## src/hw/rtl/qdm_pkg.sv

```systemverilog
// ----------------------------------------------------------------------------
// qdm_pkg
// Shared types and constants for the multimode quadrature decoder.
// ----------------------------------------------------------------------------
package qdm_pkg;

   localparam int COUNT_W  = 32;
   localparam int SCALE_W  = 32;
   localparam int SCALED_W = 48;
   localparam int FRAC_W   = 16;
   localparam int CSR_W    = 32;
   localparam int CSR_IDX_W = 1;

   typedef enum logic [1:0] {
      MODE_1X = 2'd0,
      MODE_2X = 2'd1,
      MODE_4X = 2'd2
   } decode_mode_type;

   typedef enum logic [CSR_IDX_W-1:0] {
      CSR_DECODE_MODE  = 1'd0,
      CSR_SCALE_FACTOR = 1'd1
   } csr_index_type;

   typedef enum logic {
      FUNC_SAMPLE = 1'b0,
      FUNC_CLEAR  = 1'b1
   } func_type;

   localparam logic [1:0] PH_00 = 2'b00;
   localparam logic [1:0] PH_01 = 2'b01;
   localparam logic [1:0] PH_10 = 2'b10;
   localparam logic [1:0] PH_11 = 2'b11;

   localparam logic signed [SCALE_W-1:0] SCALE_RESET = 32'sd65536;

   typedef struct packed {
      logic func;
      logic phase_a;
      logic phase_b;
   } req_type;

   typedef struct packed {
      logic signed [COUNT_W-1:0]  position_count;
      logic signed [SCALED_W-1:0] scaled_position;
   } rsp_type;

   typedef struct packed {
      logic valid;
      logic hold;
   } stage_ctrl_type;

endpackage

```

## src/hw/rtl/quadrature_decoder_multimode.sv

```systemverilog
// ----------------------------------------------------------------------------
// quadrature_decoder_multimode
// Quadrature decoder with 1x/2x/4x modes and a Q16.16 scale factor.
//
//   channel | ports                         | beat
//   --------+-------------------------------+--------------------------------
//   req     | req_valid req_stall req_data  | func, phase_a, phase_b
//   rsp     | rsp_valid rsp_stall rsp_data  | position_count, scaled_position
//   csr     | csr_we csr_index csr_wdata    | decode_mode, scale_factor
//
// one beat per cycle sustained while req_stall stays low
// stage one holds the updated count, stage two the multiplier result
// synchronous reset: mode 4x, scale 1.0, count and previous phases zero
// req_stall rises only when both stages are full and rsp_stall is high
// ----------------------------------------------------------------------------
module quadrature_decoder_multimode (
   input  logic                                 clock,
   input  logic                                 reset,
   input  logic                                 req_valid,
   output logic                                 req_stall,
   input  qdm_pkg::req_type                     req_data,
   output logic                                 rsp_valid,
   input  logic                                 rsp_stall,
   output qdm_pkg::rsp_type                     rsp_data,
   input  logic                                 csr_we,
   input  logic [qdm_pkg::CSR_IDX_W-1:0]        csr_index,
   input  logic [qdm_pkg::CSR_W-1:0]            csr_wdata
);
   import qdm_pkg::*;

   decode_mode_type           mode_ff;
   logic signed [SCALE_W-1:0] scale_ff;
   logic                      s1_valid_ff;
   logic                      hold;
   logic                      accept;
   logic signed [COUNT_W-1:0] count;
   stage_ctrl_type            ctrl;

   assign hold      = rsp_valid && rsp_stall;
   assign req_stall = s1_valid_ff && hold;
   assign accept    = req_valid && !req_stall;

   always_ff @(posedge clock) begin
      if (reset) begin
         mode_ff  <= MODE_4X;
         scale_ff <= SCALE_RESET;
      end else if (csr_we) begin
         case (csr_index)
            CSR_DECODE_MODE: begin
               if (csr_wdata[1:0] != PH_11) begin
                  mode_ff <= decode_mode_type'(csr_wdata[1:0]);
               end
            end
            CSR_SCALE_FACTOR: begin
               scale_ff <= csr_wdata[SCALE_W-1:0];
            end
            default: begin
            end
         endcase
      end
   end

   always_ff @(posedge clock) begin
      if (reset) begin
         s1_valid_ff <= 1'b0;
      end else if (!req_stall) begin
         s1_valid_ff <= req_valid;
      end
   end

   assign ctrl.valid = s1_valid_ff;
   assign ctrl.hold  = hold;

   qdm_decode u_decode (
      .clock    (clock),
      .reset    (reset),
      .accept   (accept),
      .req_data (req_data),
      .mode     (mode_ff),
      .count    (count)
   );

   qdm_scale u_scale (
      .clock     (clock),
      .reset     (reset),
      .ctrl      (ctrl),
      .count     (count),
      .scale     (scale_ff),
      .rsp_valid (rsp_valid),
      .rsp_data  (rsp_data)
   );

endmodule

```

## src/hw/rtl/qdm_decode.sv

```systemverilog
// ----------------------------------------------------------------------------
// qdm_decode
// Phase decoder: position count per beat; previous phases on 2x/4x samples.
// ----------------------------------------------------------------------------
module qdm_decode (
   input  logic                                     clock,
   input  logic                                     reset,
   input  logic                                     accept,
   input  qdm_pkg::req_type                         req_data,
   input  qdm_pkg::decode_mode_type                 mode,
   output logic signed [qdm_pkg::COUNT_W-1:0]       count
);
   import qdm_pkg::*;

   logic signed [COUNT_W-1:0] count_ff, count_in;
   logic [1:0]                prev_ff, prev_in;
   logic [1:0]                cur;
   logic [1:0]                diff;
   logic                      up;
   logic                      down;

   assign cur  = {req_data.phase_a, req_data.phase_b};
   assign diff = cur ^ prev_ff;

   always_comb begin
      up      = 1'b0;
      down    = 1'b0;
      prev_in = prev_ff;
      case (mode)
         MODE_1X: begin
            up   = (req_data.phase_a == req_data.phase_b);
            down = !up;
         end
         MODE_2X: begin
            up      = ((prev_ff == PH_11) && (cur == PH_00)) ||
                      ((prev_ff == PH_00) && (cur == PH_11));
            down    = ((prev_ff == PH_10) && (cur == PH_01)) ||
                      ((prev_ff == PH_01) && (cur == PH_10));
            prev_in = cur;
         end
         default: begin
            if (diff inside {PH_01, PH_10}) begin
               up   = !(prev_ff[0] ^ cur[1]);
               down = prev_ff[0] ^ cur[1];
            end
            prev_in = cur;
         end
      endcase
   end

   always_comb begin
      count_in = count_ff;
      if (req_data.func == FUNC_CLEAR) begin
         count_in = '0;
      end else if (up) begin
         count_in = count_ff + COUNT_W'(1);
      end else if (down) begin
         count_in = count_ff - COUNT_W'(1);
      end
   end

   always_ff @(posedge clock) begin
      if (reset) begin
         count_ff <= '0;
         prev_ff  <= PH_00;
      end else if (accept) begin
         count_ff <= count_in;
         if (req_data.func == FUNC_SAMPLE) begin
            prev_ff <= prev_in;
         end
      end
   end

   assign count = count_ff;

endmodule

```

## src/hw/rtl/qdm_scale.sv

```systemverilog
// ----------------------------------------------------------------------------
// qdm_scale
// Q16.16 scaling of the count and result register.
// ----------------------------------------------------------------------------
module qdm_scale (
   input  logic                                     clock,
   input  logic                                     reset,
   input  qdm_pkg::stage_ctrl_type                  ctrl,
   input  logic signed [qdm_pkg::COUNT_W-1:0]       count,
   input  logic signed [qdm_pkg::SCALE_W-1:0]       scale,
   output logic                                     rsp_valid,
   output qdm_pkg::rsp_type                         rsp_data
);
   import qdm_pkg::*;

   localparam int PROD_W = COUNT_W + SCALE_W;

   logic signed [PROD_W-1:0] product;
   logic                     valid_ff;
   rsp_type                  data_ff, data_in;

   assign product = count * scale;

   always_comb begin
      data_in.position_count  = count;
      data_in.scaled_position = product[FRAC_W +: SCALED_W];
   end

   always_ff @(posedge clock) begin
      if (reset) begin
         valid_ff <= 1'b0;
      end else if (!ctrl.hold) begin
         valid_ff <= ctrl.valid;
      end
   end

   always_ff @(posedge clock) begin
      if (!ctrl.hold && ctrl.valid) begin
         data_ff <= data_in;
      end
   end

   assign rsp_valid = valid_ff;
   assign rsp_data  = data_ff;

endmodule

```

## config.mk

```make
export PLATFORM = sky130hd
export DESIGN_NAME = quadrature_decoder_multimode
export DESIGN_NICKNAME = d
export VERILOG_FILES = /design/src/hw/rtl/qdm_pkg.sv /design/src/hw/rtl/quadrature_decoder_multimode.sv /design/src/hw/rtl/qdm_decode.sv /design/src/hw/rtl/qdm_scale.sv
export SDC_FILE = /design/constraint.sdc
export NUM_CORES = 2
export LEC_CHECK = 0
export BUFFER_PORTS_ARGS = -buffer_cell sky130_fd_sc_hd__buf_2
export CAP_MARGIN = 30
export CORE_AREA = 2 2 257 259
export CTS_CLUSTER_DIAMETER = 100
export DETAILED_ROUTE_END_ITERATION = 7
export DIE_AREA = 0 0 259 261
export GPL_ROUTABILITY_DRIVEN = 0
export PLACE_DENSITY = 0.83
export SYNTH_ARGS = -nofsm -noshare
export SYNTH_HDL_FRONTEND = slang
export SYNTH_SLANG_ARGS = --single-unit
export TNS_END_PERCENT = 100
```

## constraint.sdc

```tcl
create_clock -name clock -period 16 [get_ports clock]
set_input_delay 1.6 -clock clock [delete_from_list [all_inputs] [get_ports clock]]
set_output_delay 1.6 -clock clock [all_outputs]
set_load 0.02 [all_outputs]
```

Word level (Yosys, flattened, before mapping):

Cells that the tools add are included.

* $add $sub $neg: 2
* $mul: 1
* equality and inequality tests: 11
* multiplexer cells: 7
* bitwise gates (word level): 5
* reduce and logical (&&, ||, !) cells: 23

Operators by type and width (number)
* 32-bit two-way mux: 3
* 32-bit by 32-bit multiplier with 64-bit output: 1
* 32-bit by 2-bit adder with 32-bit output (second input constant): 1
* 32-bit by 2-bit subtractor with 32-bit output (second input constant): 1
* 2-bit == test (second input constant): 5
* 2-bit by 1-bit == test with 1-bit output (second input constant): 4
* 1-bit logical AND: 8
* 2-bit zero test: 3
* 3-bit AND reduction: 2
* 1-bit zero test: 4
* 1-bit one-hot mux with 2 select lines: 2
* 2-bit AND reduction: 2
* 1-bit inverter: 3
* 3-bit nonzero test: 1
* 1-bit logical OR: 2
* 1-bit two-way mux: 2
* 2-bit inequality test (second input constant): 1
* 2-bit nonzero test: 1
* 2-bit XOR: 1
* 1-bit == test: 1
* 1-bit XOR: 1

* register bits: 150
* bits of input ports: 41
* logic and storage cells: 57

Longest topological paths before layout:

* word-level depth: 8
* depth in mapped cells: 28
* mapped depth without buffers: 27

Hierarchy:

From an unflattened synthesis, not the netlist that was laid out.

* cells, all modules: 4410
* area, all modules: 42630.9 um^2

By module, submodules not included
* qdm_scale: instances 1, cells each 3854, area each 38015.2 um^2, sequential area each 2422.3 um^2
* qdm_decode: instances 1, cells each 396, area each 3098.0 um^2, sequential area each 680.7 um^2
* quadrature_decoder_multimode: instances 1, cells each 160, area each 1517.7 um^2, sequential area each 700.7 um^2

Worst setup path before layout:

Ideal clock, no wire load.

* path kind: input to register
* start point: in rsp_stall
* end point: reg u_scale.data_ff (netlist bit u_scale.rsp_data[0]), enable pin
* setup time: 640 ps
* data arrival time: 7415 ps
* data required time: 15360 ps
* setup slack: 7946 ps
* stages on the path: 1
* path buffers: 0
* cells stage by stage: a21boi_0

* cells in the longest elaborated chain, start to end: 3

Ends and longest elaborated chain
* start, declared: RTL line quadrature_decoder_multimode.sv:23 `input logic rsp_stall,`
* 1-bit logical AND: RTL line quadrature_decoder_multimode.sv:39 `assign hold = rsp_valid && rsp_stall;`
* 1-bit zero test
* 1-bit logical AND: RTL line qdm_scale.sv:38 `if (!ctrl.hold && ctrl.valid) begin`
* end signal, assigned: RTL line qdm_scale.sv:39 `data_ff <= data_in;`
* end, declared: RTL line qdm_scale.sv:20 `rsp_type data_ff, data_in;`

No other way between the ends.
A chain may end at the register's enable or synchronous reset.

Worst setup path after layout:

* start point: reg u_decode.count_ff[31] (netlist: u_decode.count[31])
* end point: reg u_scale.data_ff (netlist bit u_scale.rsp_data[42]), data pin

* cells in the longest elaborated chain, start to end: 1

Ends and longest elaborated chain
* start, declared: RTL line qdm_decode.sv:15 `logic signed [COUNT_W-1:0] count_ff, count_in;`
* start signal, assigned: RTL line qdm_decode.sv:67 `count_ff <= count_in;`
* 32-bit by 32-bit multiplier with 64-bit output: RTL line qdm_scale.sv:22 `assign product = count * scale;`
* net u_scale.product[58]: RTL line qdm_scale.sv:18 `logic signed [PROD_W-1:0] product;`

The timed path passes the listed nets, and every way through them passes these cells.

==> impl_results.md <==
- Max_cap viols: 0
- Fin util: 67.4%
- Cell Area, Synth: ~42000 sq um
- Fin crit period: 9300 ps
- CTS root buffer: clkbuf_16
- Fill count: 4786
- Antenna violations before repair: 2
- # Post-CTS Setup Buffers: 0
- Starting Density: between 60% and 70%
- Synthesized flop and latch total: 150
- Post-synth top flop: edfxtp_1
- PostCTS Resize Cnt: 0
- Drt total wl: about 120000 um
- Die height: about 260 um
- Top Ports: about 120
- Pwr Total: between 4 and 5 mW
- Vias per std cell: 5.96
- Yosys warnings: 0
- WP data arrival: approximately 9600 ps
- Clock net sink count: 150
- Area Growth Syn to Fin: 4.94%
- Mapped Avg Cell Area: between 9 and 10 sq um
- Max Slew Vio Count: 0
- Largest net degree at the start of global routing: 60
- Tot GR Track Use: between 30% and 40%
- Fin nets: 5642
- Sequential cell area: between 3000 and 4000 sq um
- Worst skew pair latency: 520 ps
- Vias in the first global route: ~34000
- CP Max Fanout: 29
- Num CTS Buffers: 17
- Hold WS: between 400 and 500 ps
- Final setup vio count: 0
- Via Count: approximately 31000
- Period utilization: 58.1%
- Iteration-0 DRC count of the detailed router: 2948
- Htree depth: 4
- Input/output buffers: between 100 and 150
- Fmax: ~110 MHz
- First-pass GRT wire length: 186000 um
- Commonest cells post-synth: 1082 x fa_1, 963 x inv_1, 594 x nand2_1, 513 x and2_1
- Area of the multi-input gates: 33600 sq um
- Clock Path Buffers: 2
- Setup crit start kind: register
- DR DRC count: 0
- Final ANT Viol Nets: 0
- P per Cell Area: just over 100 nW/um^2
- Setup TNS: 0 ps
- Peak VDD IR: between 0.2 and 0.25 mV
- DIE WIDTH: between 200 and 300 um
- Worst Setup End Kind: register
- Outcome: complete, no violations
- Die footprint: 67600 sq um
- Leakage: approximately 22 nW
- Relative slew slack: approximately a quarter
- Cell taking the most area after synthesis: fa_1
- Count leader, synth: fa_1
- Post-synth top area share: 51.9%
- WS Path Type: reg -> reg
- Synth top area cells: fa_1 52%, inv_1 8.7%, and2_1 7.7%
- CTS Hold Bufs: 0
- Hold crit path type: reg -> reg
- Clk slew on worst S/H paths: ~80 ps
- Synthesized instance count: 4309
- Sequential fraction of the synthesis area: a little under a tenth
- Core Rows: 94
- EDFF count, synth: 80
- WL/cell: 22.4 um
- CTS tree: done
- Synth Net Count: 5646
- DRT Pass-1 Iters: 6
- Share of layout cells above drive strength 1: 5.93%
- Hpwl dp: 85600 um
- Ys async rst share: 0%
- Worst-Margin Slew: approximately 1100 ps
- Hold violation count in the final report: 0
- Unrepaired setup endpoints after global routing: no
- Setup Skew: around 32 ps
- Total congestion overflow: 0
- CP required: about 16000 ps
- Core Box Area: about 65000 sq um
- Yosys cell types: between 60 and 70
==> power by group <==
group / switching, mW / leakage, nW / internal [mW] / total (mW)
sequential: 0.0823 / 1.34 / 0.583 / 0.665
combinational: 2.10 / 20.3 / 1.36 / 3.46
clock: 0.213 / 0.281 / 0.207 / 0.420
==> layout make-up <==
type	instances	share of cell area (%)
Antenna cell	1	0.00571
Clock buffer	17	0.970
Clock inverter	15	0.357
Inverter	963	8.25
Multi-Input combinational cell	2981	76.6
Sequential cell	150	8.71
Tap cell	864	2.47
Timing Repair Buffer	192	2.68
==> kinds of logic after synthesis <==
| kind of cell | count (synthesis) | synth area share [%] |
|---|---|---|
| AND/OR/NAND/NOR | 1281 | 15.1 |
| buffers and inverters | 1178 | 10.6 |
| XOR/XNOR | 92 | 1.93 |
| AO/OA/AOI/OAI | 305 | 4.85 |
| flip-flops | 150 | 9.11 |
| multiplexers | 7 | 0.168 |
| adder cells (fa/ha/maj) | 1296 | 58.3 |
==> flip-flops by register name, indices dropped and copies added (netlist names) <==
| name | count |
|---|---|
| mode_ff | 2 |
| s1_valid_ff | 1 |
| scale_ff | 32 |
| u_scale.rsp_data | 80 |
| u_scale.rsp_valid | 1 |
| u_decode.count | 32 |
| u_decode.prev_ff | 2 |
==> layout by cell type, fill, tap and decap left out, types with 4 or more instances in the layout <==
master | Yosys | routed
fa_1 | 1082 | 1082
inv_1 | 963 | 963
nand2_1 | 594 | 594
and2_1 | 513 | 513
ha_1 | 214 | 214
buf_2 | 0 | 122
a21oi_1 | 103 | 102
nor2_1 | 91 | 91
edfxtp_1 | 80 | 80
buf_4 | 0 | 68
xnor2_1 | 63 | 63
dfxtp_1 | 70 | 58
o21ai_0 | 40 | 40
a21o_1 | 39 | 39
xor2_1 | 29 | 29
a22oi_1 | 18 | 18
clkbuf_16 | 0 | 17
nand2b_1 | 12 | 12
nand4_1 | 12 | 12
nor3_1 | 13 | 12
o21bai_1 | 12 | 12
a31oi_1 | 12 | 12
dfxtp_2 | 0 | 12
nand3_1 | 11 | 11
a211oi_1 | 11 | 11
a22o_1 | 11 | 11
o21a_1 | 10 | 10
o211ai_1 | 7 | 7
mux2i_1 | 7 | 7
and3_1 | 6 | 6
or3_1 | 5 | 5
nor2b_1 | 5 | 5
a41oi_1 | 4 | 4
nand3b_1 | 4 | 4
inv_8 | 0 | 4
==> worst paths after layout <==
check / from / end / slack, ps / cells past startpoint
worst min-delay path: u_decode.count[18] / u_scale.rsp_data[66] / 440 / 0
worst max register to register: u_decode.count[31] / u_scale.rsp_data[42] / 6700 / 26
worst min register to register: u_decode.count[18] / u_scale.rsp_data[66] / 440 / 0
worst max-delay path: u_decode.count[31] / u_scale.rsp_data[42] / 6700 / 26
==> metrics by stage <==
stage          instance area (sq um)  setup WS, ps  cells
2_1_floorplan                  41800          7950   4309
6_report                       43800          6700   5183
4_1_cts                        43800          6830   5181
5_1_grt                        43800          6450   5183
3_5_place_dp                   43200          6870   5149
3_3_place_gp                   43200          6910   5147
==> critical path, cell delays in order (launching register included) <==
cell	delay, ps
dfxtp_1	500
buf_4	440
nand2_1	220
inv_1	130
fa_1	390
inv_1	260
fa_1	460
inv_1	300
fa_1	550
inv_1	100
fa_1	610
inv_1	660
fa_1	560
fa_1	570
inv_1	60
fa_1	470
fa_1	530
inv_1	60
ha_1	330
inv_1	60
nor2_1	260
nand4_1	220
a21oi_1	550
nor3_1	170
or3_1	430
nand3_1	100
xor2_1	60
==> metal layers <==
layer | track usage, % | wire (um)
met1 | 44.0 | 38700
met3 | 8.65 | 13000
met2 | 59.0 | 55100
met4 | 25.1 | 9060
met5 | 0 | 13
Note: power is estimated with default switching activity, not from simulation.
